===== config.mk =====
export PLATFORM = sky130hd
export DESIGN_NAME = arena_bump_allocator_unit
export DESIGN_NICKNAME = d
export VERILOG_FILES = /design/src/hdl/abau_pkg.sv /design/src/hdl/arena_bump_allocator_unit.sv /design/src/hdl/abau_calc.sv
export VERILOG_INCLUDE_DIRS = /design/src /design/src/hdl
export SDC_FILE = /design/constraint.sdc
export NUM_CORES = 1
export LEC_CHECK = 0
export BUFFER_PORTS_ARGS = -buffer_cell sky130_fd_sc_hd__clkbuf_2
export CAP_MARGIN = 20
export CORE_ASPECT_RATIO = 1.25
export CORE_UTILIZATION = 30
export CTS_CLUSTER_SIZE = 28
export DETAILED_ROUTE_END_ITERATION = 8
export REMOVE_ABC_BUFFERS = 1
export SYNTH_ARGS = -nofsm -noshare
export SYNTH_HDL_FRONTEND = slang
export SYNTH_SLANG_ARGS = --single-unit

===== constraint.sdc =====
create_clock -name i_clk -period 9 [get_ports i_clk]
set_input_delay 2.7 -clock i_clk [delete_from_list [all_inputs] [get_ports i_clk]]
set_output_delay 2.7 -clock i_clk [all_outputs]
set_load 0.05 [all_outputs]

===== src/hdl/arena_bump_allocator_unit_assert.svh =====
// Assertion macros for the arena bump allocator.
// Uses i_clk and i_rst_n of the including module; no other dependencies.
`ifndef ARENA_BUMP_ALLOCATOR_UNIT_ASSERT_SVH
`define ARENA_BUMP_ALLOCATOR_UNIT_ASSERT_SVH

`ifndef SYNTHESIS

// same-cycle implication
`define ABAU_ASSERT_IMP(label, ante, cons, msg) \
    label: assert property (@(posedge i_clk) disable iff (!i_rst_n) (ante) |-> (cons)) \
        else $error(msg);

// next-cycle implication
`define ABAU_ASSERT_NXT(label, ante, cons, msg) \
    label: assert property (@(posedge i_clk) disable iff (!i_rst_n) (ante) |=> (cons)) \
        else $error(msg);

`else

`define ABAU_ASSERT_IMP(label, ante, cons, msg)
`define ABAU_ASSERT_NXT(label, ante, cons, msg)

`endif

`endif


===== src/hdl/abau_pkg.sv =====
// Shared types and constants for the arena bump allocator.
// No dependencies.
`timescale 1ns / 1ps

package abau_pkg;

    localparam int unsigned ARENA_BYTES = 65536;
    localparam int unsigned LEN_W       = 17;
    localparam int unsigned OFS_W       = 16;
    localparam int unsigned BASE_W      = 12;
    localparam int unsigned ALIGN_W     = 4;
    localparam int unsigned MAX_ALIGN   = 12;
    localparam int unsigned CFG_IDX_W   = 1;
    localparam int unsigned IN_DATA_W   = 56;
    localparam int unsigned IN_USER_W   = 2;
    localparam int unsigned OUT_DATA_W  = 40;

    typedef enum logic [CFG_IDX_W-1:0] {
        CFG_ARENA_CAPACITY = 1'b0,
        CFG_BASE_LOW_BITS  = 1'b1
    } t_cfg_idx;

    typedef enum logic [1:0] {
        KIND_ALLOC   = 2'd0,
        KIND_REALLOC = 2'd1,
        KIND_FREE    = 2'd2
    } t_kind;

    typedef struct packed {
        logic [1:0]         kind;
        logic [LEN_W-1:0]   request_size;
        logic [LEN_W-1:0]   prior_size;
        logic [ALIGN_W-1:0] align_log2;
        logic [OFS_W-1:0]   block_offset;
    } t_request;

    typedef struct packed {
        logic             granted;
        logic [OFS_W-1:0] result_offset;
        logic             moved;
        logic [LEN_W-1:0] length_after;
    } t_result;

endpackage


===== src/hdl/arena_bump_allocator_unit.sv =====
// Arena bump allocator top level: request register, evaluation, result register.
// Depends on abau_pkg, abau_calc and arena_bump_allocator_unit_assert.svh.
//
// Usage:
//   Requests enter on the s_axis channel: s_axis_tuser carries the kind
//   (allocate, reallocate, free), s_axis_tdata the sizes, alignment and block
//   offset. Each request yields exactly one result on m_axis: granted, offset,
//   moved flag and the used length after the request.
//   Throughput is one request per cycle while m_axis_tready is high: a request
//   is evaluated in a single pass against the used-length register, which
//   updates in the same cycle the result registers. Registers arena_capacity
//   (index 0) and base_low_bits (index 1) are written through i_cfg_we,
//   i_cfg_index and i_cfg_data; the user must write them only while no request
//   is in flight, which the block does not enforce. Reset clears the used
//   length, empties both stages and restores capacity 65536 and base bits 0.
//   When m_axis_tready is low the result holds, one more request is still taken
//   into the input register, then s_axis_tready drops.
`timescale 1ns / 1ps
`include "arena_bump_allocator_unit_assert.svh"

module arena_bump_allocator_unit (
    input  logic                               i_clk,
    input  logic                               i_rst_n,
    input  logic                               s_axis_tvalid,
    output logic                               s_axis_tready,
    // [16:0] request_size, [33:17] prior_size, [37:34] align_log2,
    // [53:38] block_offset, [55:54] zero
    input  logic [abau_pkg::IN_DATA_W-1:0]     s_axis_tdata,
    // [1:0] kind
    input  logic [abau_pkg::IN_USER_W-1:0]     s_axis_tuser,
    output logic                               m_axis_tvalid,
    input  logic                               m_axis_tready,
    // [0] granted, [16:1] result_offset, [17] moved, [34:18] length_after,
    // [39:35] zero
    output logic [abau_pkg::OUT_DATA_W-1:0]    m_axis_tdata,
    input  logic                               i_cfg_we,
    input  logic [abau_pkg::CFG_IDX_W-1:0]     i_cfg_index,
    input  logic [abau_pkg::LEN_W-1:0]         i_cfg_data
);
    import abau_pkg::*;

    logic             r_in_valid;
    t_request         r_req;
    logic             r_out_valid;
    t_result          r_res;
    logic [LEN_W-1:0] r_used;
    logic [LEN_W-1:0] r_capacity;
    logic [BASE_W-1:0] r_base;

    t_result calc_res;
    logic    advance;
    logic    s_fire;
    logic    refused;
    logic    in_hold;

    assign advance       = r_in_valid && (!r_out_valid || m_axis_tready);
    assign s_axis_tready = !r_in_valid || advance;
    assign s_fire        = s_axis_tvalid && s_axis_tready;
    assign refused       = advance && !calc_res.granted;
    assign in_hold       = r_in_valid && !advance;

    abau_calc u_calc (
        .i_req      (r_req),
        .i_used     (r_used),
        .i_capacity (r_capacity),
        .i_base     (r_base),
        .o_res      (calc_res)
    );

    always_ff @(posedge i_clk) begin
        if (!i_rst_n) begin
            r_in_valid <= 1'b0;
        end else if (s_fire) begin
            r_in_valid <= 1'b1;
        end else if (advance) begin
            r_in_valid <= 1'b0;
        end
    end

    always_ff @(posedge i_clk) begin
        if (s_fire) begin
            r_req.kind         <= s_axis_tuser;
            r_req.request_size <= s_axis_tdata[16:0];
            r_req.prior_size   <= s_axis_tdata[33:17];
            r_req.align_log2   <= s_axis_tdata[37:34];
            r_req.block_offset <= s_axis_tdata[53:38];
        end
    end

    always_ff @(posedge i_clk) begin
        if (!i_rst_n) begin
            r_out_valid <= 1'b0;
            r_used      <= '0;
        end else begin
            if (advance) begin
                r_out_valid <= 1'b1;
                r_used      <= calc_res.length_after;
            end else if (m_axis_tready) begin
                r_out_valid <= 1'b0;
            end
        end
    end

    always_ff @(posedge i_clk) begin
        if (advance) begin
            r_res <= calc_res;
        end
    end

    always_ff @(posedge i_clk) begin
        if (!i_rst_n) begin
            r_capacity <= LEN_W'(ARENA_BYTES);
            r_base     <= '0;
        end else if (i_cfg_we) begin
            unique case (t_cfg_idx'(i_cfg_index))
                CFG_ARENA_CAPACITY: r_capacity <= i_cfg_data;
                CFG_BASE_LOW_BITS:  r_base     <= i_cfg_data[BASE_W-1:0];
                default: begin
                end
            endcase
        end
    end

    assign m_axis_tvalid = r_out_valid;
    assign m_axis_tdata  = {5'd0, r_res.length_after, r_res.moved,
                            r_res.result_offset, r_res.granted};

    `ABAU_ASSERT_IMP(a_used_bound, 1'b1, r_used <= LEN_W'(ARENA_BYTES), "used length too large")
    `ABAU_ASSERT_NXT(a_refuse_keeps, refused, r_used == $past(r_used), "refusal changed length")
    `ABAU_ASSERT_IMP(a_moved_granted, r_out_valid && r_res.moved, r_res.granted, "moved w/o grant")
    `ABAU_ASSERT_NXT(a_hold_request, in_hold, r_in_valid && $stable(r_req), "request lost")

endmodule


===== src/hdl/abau_calc.sv =====
// Request evaluation for the arena bump allocator: padding, free space,
// placement decision and next used length. Depends on abau_pkg.
`timescale 1ns / 1ps

module abau_calc (
    input  abau_pkg::t_request           i_req,
    input  logic [abau_pkg::LEN_W-1:0]   i_used,
    input  logic [abau_pkg::LEN_W-1:0]   i_capacity,
    input  logic [abau_pkg::BASE_W-1:0]  i_base,
    output abau_pkg::t_result            o_res
);
    import abau_pkg::*;

    localparam logic [LEN_W-1:0] CAP_MAX = LEN_W'(ARENA_BYTES);

    logic [ALIGN_W-1:0] al;
    logic [BASE_W-1:0]  mask;
    logic [BASE_W-1:0]  addr_low;
    logic [BASE_W-1:0]  pad;
    logic [LEN_W-1:0]   cap;
    logic signed [19:0] s_used, s_pad, s_cap, s_size, s_old, s_blk;
    logic signed [19:0] avail, diff, top, top_end;
    logic               at_top;

    always_comb begin
        al       = (i_req.align_log2 > ALIGN_W'(MAX_ALIGN)) ? ALIGN_W'(MAX_ALIGN)
                                                             : i_req.align_log2;
        mask     = BASE_W'((13'd1 << al) - 13'd1);
        addr_low = i_base + i_used[BASE_W-1:0];
        pad      = (BASE_W'(0) - addr_low) & mask;
        cap      = (i_capacity > CAP_MAX) ? CAP_MAX : i_capacity;

        s_used = signed'({3'b000, i_used});
        s_pad  = signed'({8'd0, pad});
        s_cap  = signed'({3'b000, cap});
        s_size = signed'({3'b000, i_req.request_size});
        s_old  = signed'({3'b000, i_req.prior_size});
        s_blk  = signed'({4'd0, i_req.block_offset});

        avail   = s_cap - s_used - s_pad;
        diff    = s_size - s_old;
        top     = s_used + s_pad;
        top_end = top + s_size;
        at_top  = (s_used - s_old) == s_blk;

        o_res.granted       = 1'b0;
        o_res.result_offset = '0;
        o_res.moved         = 1'b0;
        o_res.length_after  = i_used;

        unique case (t_kind'(i_req.kind))
            KIND_ALLOC: begin
                if (!(s_size > avail)) begin
                    o_res.granted       = 1'b1;
                    o_res.result_offset = top[OFS_W-1:0];
                    o_res.length_after  = top_end[LEN_W-1:0];
                end
            end
            KIND_REALLOC: begin
                priority if (diff == 20'sd0) begin
                    o_res.granted       = 1'b1;
                    o_res.result_offset = i_req.block_offset;
                end else if (at_top) begin
                    if (!(diff > 20'sd0 && avail < diff)) begin
                        o_res.granted       = 1'b1;
                        o_res.result_offset = i_req.block_offset;
                        o_res.length_after  = LEN_W'(s_used + diff);
                    end
                end else if (diff < 20'sd0) begin
                    o_res.granted       = 1'b1;
                    o_res.result_offset = i_req.block_offset;
                end else if (!(avail < s_size)) begin
                    o_res.granted       = 1'b1;
                    o_res.result_offset = top[OFS_W-1:0];
                    o_res.moved         = 1'b1;
                    o_res.length_after  = top_end[LEN_W-1:0];
                end
            end
            KIND_FREE: begin
                o_res.granted = 1'b1;
                if (s_blk == s_used - s_size) begin
                    o_res.length_after = LEN_W'(s_used - s_size);
                end
            end
            default: begin
            end
        endcase
    end

endmodule


### Word level (Yosys, flattened, before mapping)

Cells that the tools add are included.

| cells by class | value |
|---|---|
| bitwise logic cells | 3 |
| magnitude comparators | 7 |
| muxes and demuxes | 25 |
| equal/unequal tests | 4 |
| shifts and indexed selects | 1 |
| reductions and logical operators | 14 |
| multipliers | 0 |
| div/mod/pow operators | 0 |
| add/sub/neg operators | 11 |

Operators by type and width:

| operator | count |
|---|---|
| 2-to-1 mux 17 bit | 12 |
| 2-to-1 mux 35 bit | 5 |
| subtractor 17 x 17 -> 18 bit | 4 |
| case mux 17 bit (3 select lines) | 1 |
| < comparator 20 x 18 -> 1 bit | 2 |
| adder 17 bit | 2 |
| case mux 16 bit (2 select lines) | 1 |
| equality test 17 x 20 -> 1 bit | 1 |
| equality test 20 x 17 -> 1 bit | 1 |
| greater-than comparator 18 x 20 -> 1 bit | 1 |
| zero test 20 bit | 1 |
| subtractor 20 x 13 -> 20 bit | 1 |
| greater-than comparator 18 x 1 -> 1 bit (second input constant) | 1 |
| < comparator 18 x 1 -> 1 bit (second input constant) | 1 |
| adder 17 x 12 -> 17 bit | 1 |
| greater-than comparator 17 bit (second input constant) | 1 |
| adder 12 bit | 1 |
| AND 12 bit | 1 |
| << shifter 1 x 4 -> 12 bit (first input constant) | 1 |
| subtractor 1 x 12 -> 12 bit (first input constant) | 1 |
| subtractor 12 x 1 -> 12 bit (second input constant) | 1 |
| greater-than comparator 4 bit (second input constant) | 1 |
| 2-to-1 mux 1 bit | 4 |
| 2-to-1 mux 4 bit | 1 |
| 11 further kinds | 18 |

| storage, ports and cells | value |
|---|---|
| output and inout port bits | 42 |
| word-level logic and storage cells | 79 |
| memories | 0 |
| bits in registers | 139 |
| latch bits | 0 |
| bits of input ports | 81 |
| RAM bits | 0 |
| ROM bits | 0 |

### Longest topological paths before layout

| logic depth | value |
|---|---|
| word-level depth | 16 |
| depth in mapped cells | 38 |

### Cells and area by module

Synthesis repeated with hierarchy kept, for this count alone.

| second synthesis, totals | value |
|---|---|
| cell total of the unflattened synthesis | 1862 |
| area total of the unflattened synthesis | 15571.2 µm² |

By module, submodules not included:

| module | cells each | area an instance (µm²) | instances | seq. area each (µm²) |
|---|---|---|---|---|
| abau_calc | 1553 | 10926.7 | 1 | 0.0 |
| arena_bump_allocator_unit | 309 | 4644.5 | 1 | 3693.5 |

### Least setup slack after synthesis

Ideal clock, no wire load.

| path | value |
|---|---|
| path kind | flip-flop to flip-flop |
| start | reg r_used[1] |
| end | reg r_res (netlist bit m_axis_tdata[5]), data pin |
| data arrival time | 6075 ps |
| clock period less this slack | 6346 ps |
| library setup time | 271 ps |
| stages on the path, launching flop included | 37 |
| setup slack | 2654 ps |
| path through | dfxtp_1 -> ha_1 -> inv_1 -> ha_1 -> inv_1 -> fa_1 -> inv_1 -> a21oi_1 -> o21bai_1 -> a21oi_1 -> nor2_1 -> o21ai_0 -> nand2b_1 -> a21o_1 -> xor2_1 -> nand3b_1 -> ha_1 -> a21o_1 -> a31oi_1 -> o21ai_0 -> a31oi_1 -> and3_1 -> xor2_1 -> inv_1 -> ha_1 -> and3_1 -> nand3_1 -> a31oi_1 -> a211o_1 -> o31ai_1 -> o211ai_1 -> buf_2 -> or2_1 -> clkbuf_1 -> nor2_1 -> a21oi_1 -> o22ai_1 |

RTL lines:

| item | line | text |
|---|---|---|
| from (decl) | arena_bump_allocator_unit.sv:46 | `logic [LEN_W-1:0] r_used;` |
| from (signal assigned) | arena_bump_allocator_unit.sv:97 | `r_used <= calc_res.length_after;` |
| to (signal assigned) | arena_bump_allocator_unit.sv:106 | `r_res <= calc_res;` |
| to (decl) | arena_bump_allocator_unit.sv:45 | `t_result r_res;` |

==> out/qor.yml <==
numCtsBuffers: 17
fp.dieArea_sq_mm: 0.0509
via_count_of_the_first_global_routing_pass: 14100
endpoint_kind: "flop"
viasPerCell: 5.51
grt_overflow_total: 0
drtIter0Drc: 958
dieWidth_um: 202
drc: 0
power-per-cell-area_mw_per_mm2: 226
drt_pre_antenna_iters: 6
postCtsResizedCells: 0
placementRows: 91
antennaDiodeCount: 0
synth-seq-area-share_pct: 24.6
rsz0062_at_grt: "false"
latest_clock_arrival_within_the_worst_skew_pair_ns: 0.49
clkSinkCount: 139
timing.rr.end: "r_used[9]"
synthesis.yosys.warnings: 0
layout-area-overhead-vs-synth_pct: 12.4
coreArea_sq_mm: 0.0493
peakVddDrop_uv: 117
ctsHoldBuffers: 0
crit_path_top_delay_cell: "sky130_fd_sc_hd__o211ai_1"
max_clock_freq_mhz: 127
worstSetupStartpointType: "flop"
timing.critical_path.slowest_cell_delay_ns: 0.64
setup-tns-final_ns: 0
ff2ff_path_depth: 30
timing.slew.headroom_pct: 26.9
status: "finished, final reports clean"
netlist_instances: 1811
hold_start: "r_base[8]"
top_level_ports: 123
worstPathArrival_ns: 8.26
final_worst_path_period_share_pct: 87.6
max_cap_viols: 0
timing.critical_path.buf_inv: 2
die_height_um: 252
worst_r2r_startpoint: "r_capacity[11]"
placement.io_buffers: 115
gr-usage-all-layers_pct: 21.1
synth_edf_count: 91
fin_skew_ns: 0.0127
synth_area_per_cell_sq_um: 8.28
cts_post_setup_buffers_inserted: 0
required_arrival_time_at_the_worst_endpoint_ns: 9.38
drive_gt1_share_pct: 10.6
critical_path_peak_fanout: 12
grt_antenna_before_repair: 0
reg2reg_slack_ns: 1.12
start_util_pct: 30.4
min_path_type: "reg2reg"
root_buffer_cell: "sky130_fd_sc_hd__clkbuf_16"
grt_first_pass_wirelength_um: 80600
detailroute.via_count: 14100
ctsHtreeMaxLevel: 4
wl_um: 53800
max_slew.worst_pin.slew_ns: 1.09
routability_driven_placement_congestion_ratio: 0.917
grt_start_max_net_pins: 57
cts.clk_slew.worst_paths_ns: 0.07
final_setup_viols: 0
finalCriticalPeriod_ns: 7.88
antenna_left: 0
synth.ff_latch_count: 139
dp_hpwl_um: 44000
synthArstFlopShare_pct: 0
power_leakage_uw: 0.00743
worst_hold_path.num_cells: 2
dp.cells: 2532
layoutNonFillerInstCount: 2565
synth.lib_cells_used.distinct: 100
min_delay_worst_endpoint: "r_base[8]"
path_class: "reg2reg"
total_count_of_max_transition_violations_in_the_final_report: 0
avgRoutedWirePerCell_um: 21.0
yosys_most_used_dff: "sky130_fd_sc_hd__edfxtp_1"
critPathTopFamily: "compound AO/OA/AOI/OAI gates"
cts_buffer_depth: 2
final_nets: 2172
synthesis.area_sq_mm: 0.0150
tritoncts: "yes"
hold_viol_final: 0
## layout by cell type, fill, tap and decap left out, drive strengths merged, types with 22 or more instances in the layout
cell	count
a211oi	23
a21o	39
a21oi	151
and3	22
clkbuf	134
dfxtp	48
edfxtp	91
ha	181
inv	172
mux2i	23
nand2	149
nand2b	36
nand3	38
nor2	129
nor2b	35
nor3	38
o21a	29
o21ai	80
o22ai	22
xnor2	88
xor2	45
## logic make-up (layout without fill, tap and decap cells)
logic type,Yosys count,count (layout),share of synthesized area (%)
adders and majority gates,190,190,16.3
DFF,139,139,24.6
and+or+nand+nor,566,566,19.1
buffers and inverters,222,321,5.78
other,1,5,0.0250
AOI/OAI and AO/OA,526,526,23.9
muxes,32,32,2.21
xor gates and xnor gates,135,135,8.07
## worst max-delay path by stage
stage                         from                to  slack [ns]  cells past startpoint
floorplan                r_used[1]  m_axis_tdata[32]        2.24                     34
global placement    r_capacity[11]  m_axis_tdata[32]        1.04                     30
detailed placement  r_capacity[11]  m_axis_tdata[32]        0.89                     29
CTS                 r_capacity[11]  m_axis_tdata[32]        0.87                     29
global route        r_capacity[11]         r_used[9]        0.54                     31
finish              r_capacity[11]         r_used[9]        1.12                     30
## layout make-up
| type | instances | area, sq um |
|---|---|---|
| Inverter | 163 | 612 |
| Clock inverter | 13 | 136 |
| Sequential cell | 139 | 3690 |
| Multi-Input combinational cell | 1454 | 10500 |
| Tap cell | 651 | 815 |
| Clock buffer | 19 | 475 |
| Timing Repair Buffer | 126 | 669 |
| Fill cell | 5143 | 32400 |
## sequential cells by signal (all words and copies together), names as in the netlist
name,cells
r_capacity,17
m_axis_tdata,35
r_in_valid,1
r_base,12
r_used,17
r_req,56
m_axis_tvalid,1
## metal layers
layer,wire (um),global-route usage (%),vias to the layer above
li1,-,-,6830
met1,22300,23.9,6767
met2,27100,38.3,431
met3,2190,3.71,94
met4,2110,9.48,0
met5,0,0,-
## synth_stat cells (22+ instances only)
library cell / count / area [sq um]
sky130_fd_sc_hd__mux2i_1: 23 / 230
sky130_fd_sc_hd__a21oi_1: 149 / 746
sky130_fd_sc_hd__xor2_1: 45 / 394
sky130_fd_sc_hd__o21a_1: 29 / 218
sky130_fd_sc_hd__nor2b_1: 35 / 219
sky130_fd_sc_hd__o21ai_0: 70 / 350
sky130_fd_sc_hd__dfxtp_1: 48 / 961
sky130_fd_sc_hd__nand2_1: 149 / 559
sky130_fd_sc_hd__o22ai_1: 22 / 138
sky130_fd_sc_hd__ha_1: 181 / 2260
sky130_fd_sc_hd__xnor2_1: 88 / 771
sky130_fd_sc_hd__edfxtp_1: 91 / 2730
sky130_fd_sc_hd__inv_1: 161 / 604
sky130_fd_sc_hd__clkbuf_1: 45 / 169
sky130_fd_sc_hd__nand2b_1: 36 / 225
sky130_fd_sc_hd__nor2_1: 128 / 480
sky130_fd_sc_hd__nor3_1: 38 / 190
sky130_fd_sc_hd__nand3_1: 38 / 190
sky130_fd_sc_hd__a21o_1: 37 / 278
## tightest hold or removal path: stages (launching register included)
cell                      delay [ns]
sky130_fd_sc_hd__dfxtp_1        0.31
sky130_fd_sc_hd__nand2_1        0.05
sky130_fd_sc_hd__a21oi_1        0.05
## report_power, final
part	internal (uW)	switching, uW
logic	911	1370
clock network	401	335
registers	735	57.7
total	2050	1760
## metrics by stage
stage | cell area, sq um | hold slack [ns] | total power [uW] | util [%] | setup WS (ns)
after CTS | 16800 | 0.462 | 3820 | 34.2 | 0.874
final | 16900 | 0.459 | 3810 | 34.2 | 1.12
after detailed placement | 16200 | 0.451 | 3050 | 32.9 | 0.892
after floorplan | 14800 | 0.436 | 2450 | - | 2.24
after global routing | 16900 | 0.476 | 4110 | 34.2 | 0.536
after global placement | 16200 | 0.446 | 2990 | 32.9 | 1.04
Power figures use the tool's default switching activity.
